File: src/rtl/cfa_pkg.sv
// Shared types, codes and defaults of the contiguous fit allocator.
`timescale 1ns / 1ps
package cfa_pkg;

   localparam int MAX_SEGMENTS_DEF = 32;
   localparam int SIZE_BITS_DEF    = 16;

   localparam logic [1:0] FUNC_APPEND = 2'd0;
   localparam logic [1:0] FUNC_ALLOC  = 2'd1;
   localparam logic [1:0] FUNC_FREE   = 2'd2;

   localparam logic [1:0] MODE_FIRST = 2'd0;
   localparam logic [1:0] MODE_BEST  = 2'd1;
   localparam logic [1:0] MODE_WORST = 2'd2;
   localparam logic [1:0] MODE_NEXT  = 2'd3;

   localparam logic [1:0] ST_OK    = 2'd0;
   localparam logic [1:0] ST_NOFIT = 2'd1;
   localparam logic [1:0] ST_FULL  = 2'd2;
   localparam logic [1:0] ST_RANGE = 2'd3;

   localparam logic [2:0] CMD_NONE     = 3'd0;
   localparam logic [2:0] CMD_ACCEPT   = 3'd1;
   localparam logic [2:0] CMD_SCAN     = 3'd2;
   localparam logic [2:0] CMD_DECIDE   = 3'd3;
   localparam logic [2:0] CMD_SHIFT_RD = 3'd4;
   localparam logic [2:0] CMD_SHIFT_WR = 3'd5;
   localparam logic [2:0] CMD_COMMIT   = 3'd6;
   localparam logic [2:0] CMD_COMMIT2  = 3'd7;

   typedef struct packed {
      logic [1:0]  func;
      logic [15:0] req_size;
      logic [15:0] free_addr;
   } req_type;

   typedef struct packed {
      logic [1:0]  status;
      logic [15:0] alloc_addr;
   } rsp_type;

   typedef struct packed {
      logic [2:0] op;
   } cmd_type;

   typedef struct packed {
      logic early;
      logic scan_done;
      logic decide_fail;
      logic need_shift;
      logic shift_last;
      logic need_second;
   } stat_type;

endpackage

File: src/rtl/contiguous_fit_allocator.sv
// Top level of the contiguous fit allocator: controller, datapath and checks.
`timescale 1ns / 1ps
// Usage:
//  - Request transaction: drive req_data and raise start; it is taken at the
//    clock edge where start is high and busy is low. func selects append,
//    allocate or free by address.
//  - Response transaction: rsp_data is valid for the single cycle rsp_strobe
//    is high. The receiver cannot stall; sample it in that cycle.
//  - Fit mode: csr_wr_en / csr_wr_data write the placement rule; write only
//    while busy is low.
//  - Sequence: append, unused func codes and allocates of size zero or on an
//    empty table go from accept straight to the response. Other requests scan
//    the table through the RAM read port, one segment per cycle, and decide;
//    a split or merge then moves the tail entries (one read, one write per
//    entry) before the commit and the response. One request is in flight.
//  - Reset (synchronous): the table is empty, the next fit pointer is at the
//    first segment and the mode is first fit. Table entries need no clearing;
//    only entries below the segment count are ever read.
module contiguous_fit_allocator
   import cfa_pkg::*;
#(
   parameter int MAX_SEGMENTS = MAX_SEGMENTS_DEF,
   parameter int SIZE_BITS    = SIZE_BITS_DEF
) (
   input  logic       clock,
   input  logic       reset,
   input  logic       start,
   output logic       busy,
   input  req_type    req_data,
   output logic       rsp_strobe,
   output rsp_type    rsp_data,
   input  logic       csr_wr_en,
   input  logic [1:0] csr_wr_data
);

   cmd_type  cmd;
   stat_type stat;

   // sequencer: one state per phase of a request
   cfa_ctrl u_ctrl (
      .clock      (clock),
      .reset      (reset),
      .start      (start),
      .stat       (stat),
      .cmd        (cmd),
      .busy       (busy),
      .rsp_strobe (rsp_strobe)
   );

   // table RAM, scan logic, split/merge and bookkeeping registers
   cfa_dp #(
      .MAX_SEGMENTS (MAX_SEGMENTS),
      .SIZE_BITS    (SIZE_BITS)
   ) u_dp (
      .clock       (clock),
      .reset       (reset),
      .cmd         (cmd),
      .req_data    (req_data),
      .csr_wr_en   (csr_wr_en),
      .csr_wr_data (csr_wr_data),
      .stat        (stat),
      .rsp_data    (rsp_data)
   );

`ifndef SYNTHESIS
   // accepted request always makes the block busy on the next cycle
   a_accept_busy: assert property (@(posedge clock) disable iff (reset)
      (start && !busy) |=> busy)
      else $error("request accepted but block not busy");

   // response lasts exactly one cycle and ends the transaction
   a_strobe_once: assert property (@(posedge clock) disable iff (reset)
      rsp_strobe |=> (!rsp_strobe && !busy))
      else $error("response strobe not a single cycle");

   // refused requests report no address
   a_addr_zero: assert property (@(posedge clock) disable iff (reset)
      (rsp_strobe && rsp_data.status != ST_OK) |-> (rsp_data.alloc_addr == 16'd0))
      else $error("address on refused request");

   // strobe only while a transaction is in flight
   a_strobe_busy: assert property (@(posedge clock) disable iff (reset)
      rsp_strobe |-> busy)
      else $error("response strobe while idle");
`endif

endmodule

File: src/rtl/cfa_ram.sv
// Generic single-port-write, single-port-read RAM with registered read data.
`timescale 1ns / 1ps
module cfa_ram #(
   parameter int WIDTH = 8,
   parameter int DEPTH = 32
) (
   input  logic                     clock,
   input  logic                     wr_en,
   input  logic [$clog2(DEPTH)-1:0] wr_addr,
   input  logic [WIDTH-1:0]         wr_data,
   input  logic                     rd_en,
   input  logic [$clog2(DEPTH)-1:0] rd_addr,
   output logic [WIDTH-1:0]         rd_data
);

   logic [WIDTH-1:0] mem_ff [DEPTH];
   logic [WIDTH-1:0] rd_data_ff;

   always_ff @(posedge clock) begin
      if (wr_en) begin
         mem_ff[wr_addr] <= wr_data;
      end
      if (rd_en) begin
         rd_data_ff <= mem_ff[rd_addr];
      end
   end

   assign rd_data = rd_data_ff;

endmodule

File: src/rtl/cfa_ctrl.sv
// Sequencing state machine of the contiguous fit allocator.
`timescale 1ns / 1ps
module cfa_ctrl
   import cfa_pkg::*;
(
   input  logic     clock,
   input  logic     reset,
   input  logic     start,
   input  stat_type stat,
   output cmd_type  cmd,
   output logic     busy,
   output logic     rsp_strobe
);

   localparam logic [2:0] S_IDLE    = 3'd0;
   localparam logic [2:0] S_SCAN    = 3'd1;
   localparam logic [2:0] S_DECIDE  = 3'd2;
   localparam logic [2:0] S_SHRD    = 3'd3;
   localparam logic [2:0] S_SHWR    = 3'd4;
   localparam logic [2:0] S_COMMIT  = 3'd5;
   localparam logic [2:0] S_COMMIT2 = 3'd6;
   localparam logic [2:0] S_RESP    = 3'd7;

   logic [2:0] state_ff, state_in;

   always_comb begin
      state_in = state_ff;
      cmd.op   = CMD_NONE;
      case (state_ff)
         S_IDLE: begin
            if (start) begin
               cmd.op   = CMD_ACCEPT;
               state_in = stat.early ? S_RESP : S_SCAN;
            end
         end
         S_SCAN: begin
            cmd.op = CMD_SCAN;
            if (stat.scan_done) state_in = S_DECIDE;
         end
         S_DECIDE: begin
            cmd.op = CMD_DECIDE;
            if (stat.decide_fail)     state_in = S_RESP;
            else if (stat.need_shift) state_in = S_SHRD;
            else                      state_in = S_COMMIT;
         end
         S_SHRD: begin
            cmd.op   = CMD_SHIFT_RD;
            state_in = S_SHWR;
         end
         S_SHWR: begin
            cmd.op   = CMD_SHIFT_WR;
            state_in = stat.shift_last ? S_COMMIT : S_SHRD;
         end
         S_COMMIT: begin
            cmd.op   = CMD_COMMIT;
            state_in = stat.need_second ? S_COMMIT2 : S_RESP;
         end
         S_COMMIT2: begin
            cmd.op   = CMD_COMMIT2;
            state_in = S_RESP;
         end
         S_RESP: begin
            state_in = S_IDLE;
         end
         default: begin
            state_in = S_IDLE;
         end
      endcase
   end

   always_ff @(posedge clock) begin
      if (reset) state_ff <= S_IDLE;
      else       state_ff <= state_in;
   end

   assign busy       = (state_ff != S_IDLE);
   assign rsp_strobe = (state_ff == S_RESP);

endmodule

File: src/rtl/cfa_dp.sv
// Datapath of the contiguous fit allocator: segment table, scan, shift and commit.
`timescale 1ns / 1ps
module cfa_dp
   import cfa_pkg::*;
#(
   parameter int MAX_SEGMENTS = MAX_SEGMENTS_DEF,
   parameter int SIZE_BITS    = SIZE_BITS_DEF
) (
   input  logic       clock,
   input  logic       reset,
   input  cmd_type    cmd,
   input  req_type    req_data,
   input  logic       csr_wr_en,
   input  logic [1:0] csr_wr_data,
   output stat_type   stat,
   output rsp_type    rsp_data
);

   localparam int SB   = SIZE_BITS;
   localparam int SZW  = SB + 1;
   localparam int IDXW = $clog2(MAX_SEGMENTS);
   localparam int CNTW = $clog2(MAX_SEGMENTS + 1);
   localparam int RW   = SZW + 1;
   localparam logic [CNTW-1:0] MAXC = CNTW'(MAX_SEGMENTS);
   localparam logic [SB+1:0]   SPAN = (SB + 2)'(1) << SB;

   // RAM word: {free, size}
   logic            ram_we, ram_re;
   logic [IDXW-1:0] ram_waddr, ram_raddr;
   logic [RW-1:0]   ram_wdata, ram_rdata;

   cfa_ram #(.WIDTH(RW), .DEPTH(MAX_SEGMENTS)) u_table (
      .clock   (clock),
      .wr_en   (ram_we),
      .wr_addr (ram_waddr),
      .wr_data (ram_wdata),
      .rd_en   (ram_re),
      .rd_addr (ram_raddr),
      .rd_data (ram_rdata)
   );

   logic [1:0]      fit_mode_ff, fit_mode_in;
   logic [CNTW-1:0] count_ff, count_in;
   logic [SZW-1:0]  total_ff, total_in;
   logic [IDXW-1:0] nf_ff, nf_in;
   logic [1:0]      func_ff, func_in;
   logic [SB-1:0]   size_ff, size_in;
   logic [SB-1:0]   faddr_ff, faddr_in;
   logic [CNTW-1:0] rd_idx_ff, rd_idx_in;
   logic            eval_valid_ff, eval_valid_in;
   logic [IDXW-1:0] eval_idx_ff, eval_idx_in;
   logic [SZW-1:0]  acc_ff, acc_in;
   logic            found_ff, found_in;
   logic            found_ge_ff, found_ge_in;
   logic [IDXW-1:0] sel_ff, sel_in;
   logic [SZW-1:0]  sel_size_ff, sel_size_in;
   logic [SB-1:0]   sel_start_ff, sel_start_in;
   logic [SZW-1:0]  last_sz_ff, last_sz_in;
   logic            last_fr_ff, last_fr_in;
   logic [SZW-1:0]  prev_sz_ff, prev_sz_in;
   logic            prev_fr_ff, prev_fr_in;
   logic            nx_seen_ff, nx_seen_in;
   logic [SZW-1:0]  nx_sz_ff, nx_sz_in;
   logic            nx_fr_ff, nx_fr_in;
   logic [IDXW-1:0] w_ff, w_in;
   logic [1:0]      nrem_ff, nrem_in;
   logic [SZW-1:0]  merged_ff, merged_in;
   logic [IDXW-1:0] j_ff, j_in;
   logic            split_ff, split_in;
   logic [1:0]      st_ff, st_in;
   logic [SB-1:0]   addr_ff, addr_in;

   logic [SB-1:0]   in_size;
   logic [SB+1:0]   append_sum;
   logic [1:0]      append_st;
   logic            early;
   logic            issue;
   logic            ev_fr;
   logic [SZW-1:0]  ev_sz;
   logic [IDXW-1:0] begin_idx;
   logic            elig, take, match;
   logic [CNTW-1:0] sel_p1;
   logic            split_c, pv, nx;
   logic [IDXW-1:0] w_c;
   logic [1:0]      nrem_c;
   logic [SZW-1:0]  merged_c;
   logic [CNTW-1:0] down_start;
   logic            d_fail, d_shift;
   logic [1:0]      d_st;
   logic [CNTW-1:0] nf_w, w_w, wr_w;

   assign in_size    = SB'(req_data.req_size);
   assign append_sum = (SB + 2)'(total_ff) + (SB + 2)'(in_size);

   always_comb begin
      if (in_size == '0)         append_st = ST_NOFIT;
      else if (count_ff >= MAXC) append_st = ST_FULL;
      else if (append_sum > SPAN) append_st = ST_RANGE;
      else                       append_st = ST_OK;
   end

   assign early = (req_data.func == FUNC_APPEND) ||
                  (req_data.func == FUNC_ALLOC && (in_size == '0 || count_ff == '0)) ||
                  (req_data.func != FUNC_ALLOC && req_data.func != FUNC_FREE);

   // scan
   assign issue     = (rd_idx_ff < count_ff);
   assign ev_fr     = ram_rdata[SZW];
   assign ev_sz     = ram_rdata[SZW-1:0];
   assign begin_idx = (CNTW'(nf_ff) < count_ff) ? nf_ff : '0;
   assign elig      = ev_fr && (ev_sz >= SZW'(size_ff));
   assign match     = !found_ff && (acc_ff == SZW'(faddr_ff));

   always_comb begin
      case (fit_mode_ff)
         MODE_FIRST: take = elig && !found_ff;
         MODE_BEST:  take = elig && (!found_ff || ev_sz < sel_size_ff);
         MODE_WORST: take = elig && (!found_ff || ev_sz > sel_size_ff);
         MODE_NEXT:  take = elig && (!found_ff ||
                            (eval_idx_ff >= begin_idx && !found_ge_ff));
         default:    take = 1'b0;
      endcase
   end

   // decide
   assign sel_p1     = CNTW'(sel_ff) + CNTW'(1);
   assign split_c    = (sel_size_ff != SZW'(size_ff));
   assign pv         = (sel_ff != '0) && prev_fr_ff;
   assign nx         = nx_seen_ff && nx_fr_ff;
   assign w_c        = pv ? sel_ff - IDXW'(1) : sel_ff;
   assign nrem_c     = {1'b0, pv} + {1'b0, nx};
   assign merged_c   = sel_size_ff + (pv ? prev_sz_ff : '0) + (nx ? nx_sz_ff : '0);
   assign down_start = CNTW'(w_c) + CNTW'(1) + CNTW'(nrem_c);

   always_comb begin
      if (func_ff == FUNC_ALLOC) begin
         d_fail  = !found_ff || (split_c && count_ff >= MAXC);
         d_st    = !found_ff ? ST_NOFIT : ST_FULL;
         d_shift = split_c && (count_ff > sel_p1);
      end else begin
         d_fail  = !found_ff;
         d_st    = ST_NOFIT;
         d_shift = (nrem_c != 2'd0) && (down_start < count_ff);
      end
   end

   assign nf_w = CNTW'(nf_ff);
   assign w_w  = CNTW'(w_ff);
   assign wr_w = w_w + CNTW'(nrem_ff);

   always_comb begin
      fit_mode_in   = fit_mode_ff;
      count_in      = count_ff;
      total_in      = total_ff;
      nf_in         = nf_ff;
      func_in       = func_ff;
      size_in       = size_ff;
      faddr_in      = faddr_ff;
      rd_idx_in     = rd_idx_ff;
      eval_valid_in = 1'b0;
      eval_idx_in   = eval_idx_ff;
      acc_in        = acc_ff;
      found_in      = found_ff;
      found_ge_in   = found_ge_ff;
      sel_in        = sel_ff;
      sel_size_in   = sel_size_ff;
      sel_start_in  = sel_start_ff;
      last_sz_in    = last_sz_ff;
      last_fr_in    = last_fr_ff;
      prev_sz_in    = prev_sz_ff;
      prev_fr_in    = prev_fr_ff;
      nx_seen_in    = nx_seen_ff;
      nx_sz_in      = nx_sz_ff;
      nx_fr_in      = nx_fr_ff;
      w_in          = w_ff;
      nrem_in       = nrem_ff;
      merged_in     = merged_ff;
      j_in          = j_ff;
      split_in      = split_ff;
      st_in         = st_ff;
      addr_in       = addr_ff;
      ram_we        = 1'b0;
      ram_waddr     = '0;
      ram_wdata     = '0;
      ram_re        = 1'b0;
      ram_raddr     = rd_idx_ff[IDXW-1:0];

      if (csr_wr_en) fit_mode_in = csr_wr_data;

      case (cmd.op)
         CMD_ACCEPT: begin
            func_in     = req_data.func;
            size_in     = in_size;
            faddr_in    = SB'(req_data.free_addr);
            rd_idx_in   = '0;
            acc_in      = '0;
            found_in    = 1'b0;
            found_ge_in = 1'b0;
            nx_seen_in  = 1'b0;
            last_fr_in  = 1'b0;
            split_in    = 1'b0;
            addr_in     = '0;
            st_in       = ST_NOFIT;
            if (req_data.func == FUNC_APPEND) begin
               st_in = append_st;
               if (append_st == ST_OK) begin
                  ram_we    = 1'b1;
                  ram_waddr = count_ff[IDXW-1:0];
                  ram_wdata = {1'b1, SZW'(in_size)};
                  count_in  = count_ff + CNTW'(1);
                  total_in  = append_sum[SZW-1:0];
               end
            end
         end
         CMD_SCAN: begin
            if (issue) begin
               ram_re        = 1'b1;
               rd_idx_in     = rd_idx_ff + CNTW'(1);
               eval_valid_in = 1'b1;
               eval_idx_in   = rd_idx_ff[IDXW-1:0];
            end
            if (eval_valid_ff) begin
               acc_in     = acc_ff + ev_sz;
               last_sz_in = ev_sz;
               last_fr_in = ev_fr;
               if (func_ff == FUNC_ALLOC) begin
                  if (take) begin
                     found_in     = 1'b1;
                     sel_in       = eval_idx_ff;
                     sel_size_in  = ev_sz;
                     sel_start_in = acc_ff[SB-1:0];
                     if (eval_idx_ff >= begin_idx) found_ge_in = 1'b1;
                  end
               end else begin
                  if (match) begin
                     found_in    = 1'b1;
                     sel_in      = eval_idx_ff;
                     sel_size_in = ev_sz;
                     prev_sz_in  = last_sz_ff;
                     prev_fr_in  = last_fr_ff;
                  end else if (found_ff && !nx_seen_ff) begin
                     nx_seen_in = 1'b1;
                     nx_sz_in   = ev_sz;
                     nx_fr_in   = ev_fr;
                  end
               end
            end
         end
         CMD_DECIDE: begin
            st_in     = d_fail ? d_st : ST_OK;
            w_in      = w_c;
            nrem_in   = nrem_c;
            merged_in = merged_c;
            split_in  = (func_ff == FUNC_ALLOC) && split_c;
            if (func_ff == FUNC_ALLOC) j_in = IDXW'(count_ff - CNTW'(1));
            else                       j_in = IDXW'(down_start);
         end
         CMD_SHIFT_RD: begin
            ram_re    = 1'b1;
            ram_raddr = j_ff;
         end
         CMD_SHIFT_WR: begin
            ram_we    = 1'b1;
            ram_wdata = ram_rdata;
            if (func_ff == FUNC_ALLOC) begin
               ram_waddr = j_ff + IDXW'(1);
               j_in      = j_ff - IDXW'(1);
            end else begin
               ram_waddr = j_ff - IDXW'(nrem_ff);
               j_in      = j_ff + IDXW'(1);
            end
         end
         CMD_COMMIT: begin
            ram_we = 1'b1;
            if (func_ff == FUNC_ALLOC) begin
               addr_in = sel_start_ff;
               if (split_ff) begin
                  ram_waddr = IDXW'(sel_p1);
                  ram_wdata = {1'b1, sel_size_ff - SZW'(size_ff)};
                  count_in  = count_ff + CNTW'(1);
                  if (nf_w >= sel_p1 && nf_w < count_ff) nf_in = nf_ff + IDXW'(1);
                  if (fit_mode_ff == MODE_NEXT)
                     nf_in = (sel_p1 < count_ff + CNTW'(1)) ? IDXW'(sel_p1) : '0;
               end else begin
                  ram_waddr = sel_ff;
                  ram_wdata = {1'b0, SZW'(size_ff)};
                  if (fit_mode_ff == MODE_NEXT)
                     nf_in = (sel_p1 < count_ff) ? IDXW'(sel_p1) : '0;
               end
            end else begin
               ram_waddr = w_ff;
               ram_wdata = {1'b1, merged_ff};
               count_in  = count_ff - CNTW'(nrem_ff);
               if (nf_w > w_w && nf_w <= wr_w) nf_in = w_ff;
               else if (nf_w > wr_w)           nf_in = nf_ff - IDXW'(nrem_ff);
            end
         end
         CMD_COMMIT2: begin
            ram_we    = 1'b1;
            ram_waddr = sel_ff;
            ram_wdata = {1'b0, SZW'(size_ff)};
         end
         default: begin
         end
      endcase
   end

   always_ff @(posedge clock) begin
      if (reset) begin
         fit_mode_ff   <= MODE_FIRST;
         count_ff      <= '0;
         total_ff      <= '0;
         nf_ff         <= '0;
         eval_valid_ff <= 1'b0;
      end else begin
         fit_mode_ff   <= fit_mode_in;
         count_ff      <= count_in;
         total_ff      <= total_in;
         nf_ff         <= nf_in;
         eval_valid_ff <= eval_valid_in;
      end
   end

   always_ff @(posedge clock) begin
      func_ff      <= func_in;
      size_ff      <= size_in;
      faddr_ff     <= faddr_in;
      rd_idx_ff    <= rd_idx_in;
      eval_idx_ff  <= eval_idx_in;
      acc_ff       <= acc_in;
      found_ff     <= found_in;
      found_ge_ff  <= found_ge_in;
      sel_ff       <= sel_in;
      sel_size_ff  <= sel_size_in;
      sel_start_ff <= sel_start_in;
      last_sz_ff   <= last_sz_in;
      last_fr_ff   <= last_fr_in;
      prev_sz_ff   <= prev_sz_in;
      prev_fr_ff   <= prev_fr_in;
      nx_seen_ff   <= nx_seen_in;
      nx_sz_ff     <= nx_sz_in;
      nx_fr_ff     <= nx_fr_in;
      w_ff         <= w_in;
      nrem_ff      <= nrem_in;
      merged_ff    <= merged_in;
      j_ff         <= j_in;
      split_ff     <= split_in;
      st_ff        <= st_in;
      addr_ff      <= addr_in;
   end

   assign stat.early       = early;
   assign stat.scan_done   = !issue && !eval_valid_ff;
   assign stat.decide_fail = d_fail;
   assign stat.need_shift  = d_shift;
   assign stat.shift_last  = (func_ff == FUNC_ALLOC) ? (CNTW'(j_ff) == sel_p1)
                                                    : (CNTW'(j_ff) == count_ff - CNTW'(1));
   assign stat.need_second = split_ff;

   assign rsp_data.status     = st_ff;
   assign rsp_data.alloc_addr = (st_ff == ST_OK) ? 16'(addr_ff) : 16'd0;

endmodule

File: config.mk
export PLATFORM = sky130hd
export DESIGN_NAME = contiguous_fit_allocator
export DESIGN_NICKNAME = d
export VERILOG_FILES = /design/src/rtl/cfa_pkg.sv /design/src/rtl/contiguous_fit_allocator.sv /design/src/rtl/cfa_ram.sv /design/src/rtl/cfa_ctrl.sv /design/src/rtl/cfa_dp.sv
export SDC_FILE = /design/constraint.sdc
export NUM_CORES = 1
export LEC_CHECK = 0
export ABC_AREA = 0
export BUFFER_PORTS_ARGS = -buffer_cell sky130_fd_sc_hd__clkbuf_2
export CORE_ASPECT_RATIO = 0.6
export CORE_MARGIN = 2
export CORE_UTILIZATION = 57
export CTS_CLUSTER_DIAMETER = 120
export DETAILED_ROUTE_END_ITERATION = 12
export GPL_TIMING_DRIVEN = 0
export PLACE_DENSITY_LB_ADDON = 0.3
export RECOVER_POWER = 100
export SETUP_SLACK_MARGIN = 0.05
export SYNTH_ARGS = -nofsm -noshare
export SYNTH_HDL_FRONTEND = slang
export SYNTH_SLANG_ARGS = --single-unit
File: constraint.sdc
create_clock -name clock -period 5.81 [get_ports clock]
set_input_delay 0.581 -clock clock [delete_from_list [all_inputs] [get_ports clock]]
set_output_delay 0.581 -clock clock [all_outputs]
set_load 0.02 [all_outputs]
==> impl_summary.log <==
INFO  metric setup_repair_after_global_routing_missed_its_margin = yes
INFO  metric finalWeightedCongestion = 1.00
INFO  metric proportion_of_register_bits_with_asynchronous_set_or_reset_after_synthesis = 0%
INFO  metric die_x = 344 um
INFO  metric number_of_warnings_issued_by_yosys = 0
INFO  metric ff_latch_area = 24,700 sq um
INFO  metric max_slew.worst_pin.slew = 2300 ps
INFO  metric hpwlAfterDp = 80,700 um
INFO  metric vdd.ir_drop.worst = 0.396 mV
INFO  metric global_route.overflow_total = 0
INFO  metric worst-path-max-fanout = 13
INFO  metric cts_buffer_depth = 3
INFO  metric synth_seq_area_share = 62.3%
INFO  metric grt_pass1_wl = 160,000 um
INFO  metric drv.max_cap_violation_count = 2
INFO  metric synth.top_cell.area_share = 60.6%
INFO  metric final_layout_size_suffix_gt1_share = 16.0%
INFO  metric power_density = 595 nW/um^2
INFO  metric count_of_final_max_slew_check_failures = 53
INFO  metric gr-usage-all-layers = 30.9%
INFO  metric placement_rows = 74
INFO  metric pin_count = 60
INFO  metric postSynth.topFlopCell = sky130_fd_sc_hd__edfxtp_1
INFO  metric drt_wl_total = 110,000 um
INFO  metric count_of_flip_flops_with_a_built_in_enable_after_synthesis = 799
INFO  metric number_of_antenna_violations_at_the_first_check_in_global_routing = 1
INFO  metric synth_top_cells_by_count = sky130_fd_sc_hd__edfxtp_1, sky130_fd_sc_hd__ha_1, sky130_fd_sc_hd__nand2_1, sky130_fd_sc_hd__mux4_2, sky130_fd_sc_hd__inv_1
INFO  metric timing.clock.skew = 30.1 ps
INFO  metric violations_in_the_final_reports = capacitance limit, slew limit
INFO  metric initial_utilization = 57.9%
INFO  metric nFillCells = 4,877
INFO  metric first_global_vias = 23,800
INFO  metric synth-seq-cells = 833
INFO  metric hold_viol = 0
INFO  metric finalSetupViolCount = 0
INFO  metric ff2ff_path_depth = 14
INFO  metric tritoncts = built
INFO  metric postSynthNetCount = 2,891
INFO  metric wl_per_cell = 28.8 um
INFO  metric synth_top_cells_by_area = sky130_fd_sc_hd__edfxtp_1, sky130_fd_sc_hd__mux4_2, sky130_fd_sc_hd__ha_1
INFO  metric design.die.area = 71,600 sq um
INFO  metric worst_ep_required_time = 6270 ps
INFO  metric total_power = 26.3 mW
INFO  metric timing.critical_path.to_type = flip-flop
INFO  metric crit_path_start_kind = flip-flop
INFO  metric cts-hold-fix-buffers = 0
INFO  metric area_delta_synth_final = 11.8%
INFO  metric via_count = 25,300
INFO  metric yosysMostFrequentCell = sky130_fd_sc_hd__edfxtp_1
INFO  metric run_status = complete, but fails checks
INFO  metric grt_max_degree = 36
INFO  metric via_per_inst = 6.60
INFO  metric clk_pin_slew = 70 ps
INFO  metric period_minus_slack = 5660 ps
INFO  metric route.detailed.drc = 0
INFO  metric min_path_cells = 1
INFO  metric clock-root-buffer = sky130_fd_sc_hd__clkbuf_16
INFO  metric max_freq = 177 MHz
INFO  metric multi_input_area = 14,200 sq um
INFO  metric final.period_utilization = 97.5%
INFO  metric postRouteAntennaNets = 0
INFO  metric holdCritPathClass = in -> reg
INFO  metric clk_latency = 650 ps
INFO  metric synth_top_area_cell = sky130_fd_sc_hd__edfxtp_1
INFO  metric relSlewSlack = -54.7%
INFO  metric clock-sinks = 833
INFO  metric h_tree_level_count = 3
INFO  metric synthesis.area_per_instance = 14.9 sq um
INFO  metric p_leak = 16.0 nW
INFO  metric portBuffers = 58
INFO  metric drtIter0Drc = 3,883
INFO  metric layout.core_utilization = 64.8%
INFO  metric layout.nets = 3,096
INFO  metric synthesis.instances = 2,656
INFO  metric cts_inserted_buffers = 76
INFO  metric detail_route.first_pass.iterations = 8
INFO  metric crit_type = reg -> reg
INFO  metric synth.cell_area = 39,600 sq um
INFO  metric cp_data_arrival_time = 6130 ps
INFO  metric unique_masters_post_synth = 80
INFO  metric die_h = 208 um
INFO  metric core-area = 68,300 sq um
## registers in the layout, summed over array words and instances, names as in the netlist, 17 cells and up
name,flops
u_dp.u_table.mem_ff,576
u_dp.u_table.rd_data,18
u_dp.acc_ff,17
u_dp.last_sz_ff,17
u_dp.merged_ff,17
u_dp.nx_sz_ff,17
u_dp.prev_sz_ff,17
u_dp.sel_size_ff,17
u_dp.total_ff,17
## path summary, 6_finish.rpt
check / endpoint / slack (ps) / from
worst max register to register: u_dp.u_table.mem_ff[28][0]$_DFFE_PP_ / 150 / u_dp.total_ff[1]$_SDFFE_PP0P_
worst max-delay path: u_dp.u_table.mem_ff[28][0]$_DFFE_PP_ / 150 / u_dp.total_ff[1]$_SDFFE_PP0P_
worst min-delay path: u_dp.faddr_ff[11]$_DFFE_PP_ / 110 / req_data[11]
worst min register to register: u_dp.prev_sz_ff[8]$_DFFE_PP_ / 410 / u_dp.last_sz_ff[8]$_DFFE_PP_
## timing repair
| action | CTS | global route |
|---|---|---|
| pin swaps | 0 | 3 |
| buffers inserted | 0 | 10 |
| hold endpoints to repair | 0 | 0 |
| setup endpoints to repair | 148 | 496 |
| resized for setup | 7 | 16 |
## worst max-delay path, stage by stage, from the launching register on
cell and delay (ps):
sky130_fd_sc_hd__dfxtp_1 380, sky130_fd_sc_hd__ha_1 260, sky130_fd_sc_hd__a211oi_1 470, sky130_fd_sc_hd__o21ai_0 230, sky130_fd_sc_hd__a2111oi_1 620, sky130_fd_sc_hd__nor2_1 160, sky130_fd_sc_hd__xnor2_1 330, sky130_fd_sc_hd__nand4_1 420
sky130_fd_sc_hd__o41ai_4 450, sky130_fd_sc_hd__buf_4 210, sky130_fd_sc_hd__clkbuf_1 590, sky130_fd_sc_hd__buf_4 350, sky130_fd_sc_hd__nand2_1 120, sky130_fd_sc_hd__o211ai_1 510, sky130_fd_sc_hd__buf_4 360
## cells by family after synthesis
logic type | share of synthesized area [%]
AOI/OAI and AO/OA | 7.01
xor gates and xnor gates | 2.21
adders and majority gates | 6.64
buffers and inverters | 2.53
DFF | 62.3
muxes | 12.2
and+or+nand+nor | 7.09
## power by group
group          internal (mW)  leakage [nW]  switching, mW
Sequential              8.70          7.63          0.763
Combinational           4.19          7.14           7.61
Clock                   2.78          1.20           2.27
Total                   15.7          16.0           10.6
## through the flow
stage               cell area (sq um)  cells  hold WS, ps  setup WS, ps  setup TNS (ps)
finish                          44300   3836          112           148               0
global route                    44300   3835         88.7         -33.4            -864
CTS                             44400   3826         78.6         -58.8            -640
detailed placement              41900   3686          405          -519         -142140
global placement                41000   3626          402         -2600        -1390560
floorplan                       39600   2656          400         -10.3            -370
## cell usage in the layout, fill, tap and decap left out, types with 72 or more instances in the layout
cell / netlist / layout
sky130_fd_sc_hd__edfxtp_1: 799 / 799
sky130_fd_sc_hd__mux2i_1: 132 / 131
sky130_fd_sc_hd__clkbuf_16: 0 / 78
sky130_fd_sc_hd__mux4_2: 144 / 144
sky130_fd_sc_hd__nand2_1: 156 / 156
sky130_fd_sc_hd__ha_1: 170 / 170
sky130_fd_sc_hd__nor2_1: 117 / 117
sky130_fd_sc_hd__clkbuf_1: 67 / 116
sky130_fd_sc_hd__o21ai_0: 78 / 72
sky130_fd_sc_hd__a21oi_1: 86 / 83
sky130_fd_sc_hd__inv_1: 141 / 140
## metal layers
layer  GRT usage (%)  vias to the layer above  part of all wire [%]
met5               0                        -                     0
met2            39.2                     1764                    39
met1            51.2                    12700                    44
met3            10.1                      166                    16
li1                -                    10700                     -
met4            6.66                        0                   2.0
## layout make-up
class | count | area share (%)
antenna | 1 | 0.00565
tap | 912 | 2.58
timing repair buffer | 128 | 1.82
inverter | 141 | 1.20
sequential | 833 | 55.7
multi-input combinational | 1570 | 32.0
buffer | 111 | 1.06
clock buffer | 95 | 4.60
clock inverter | 45 | 0.964
No activity file was read; power rests on OpenSTA's default activity.
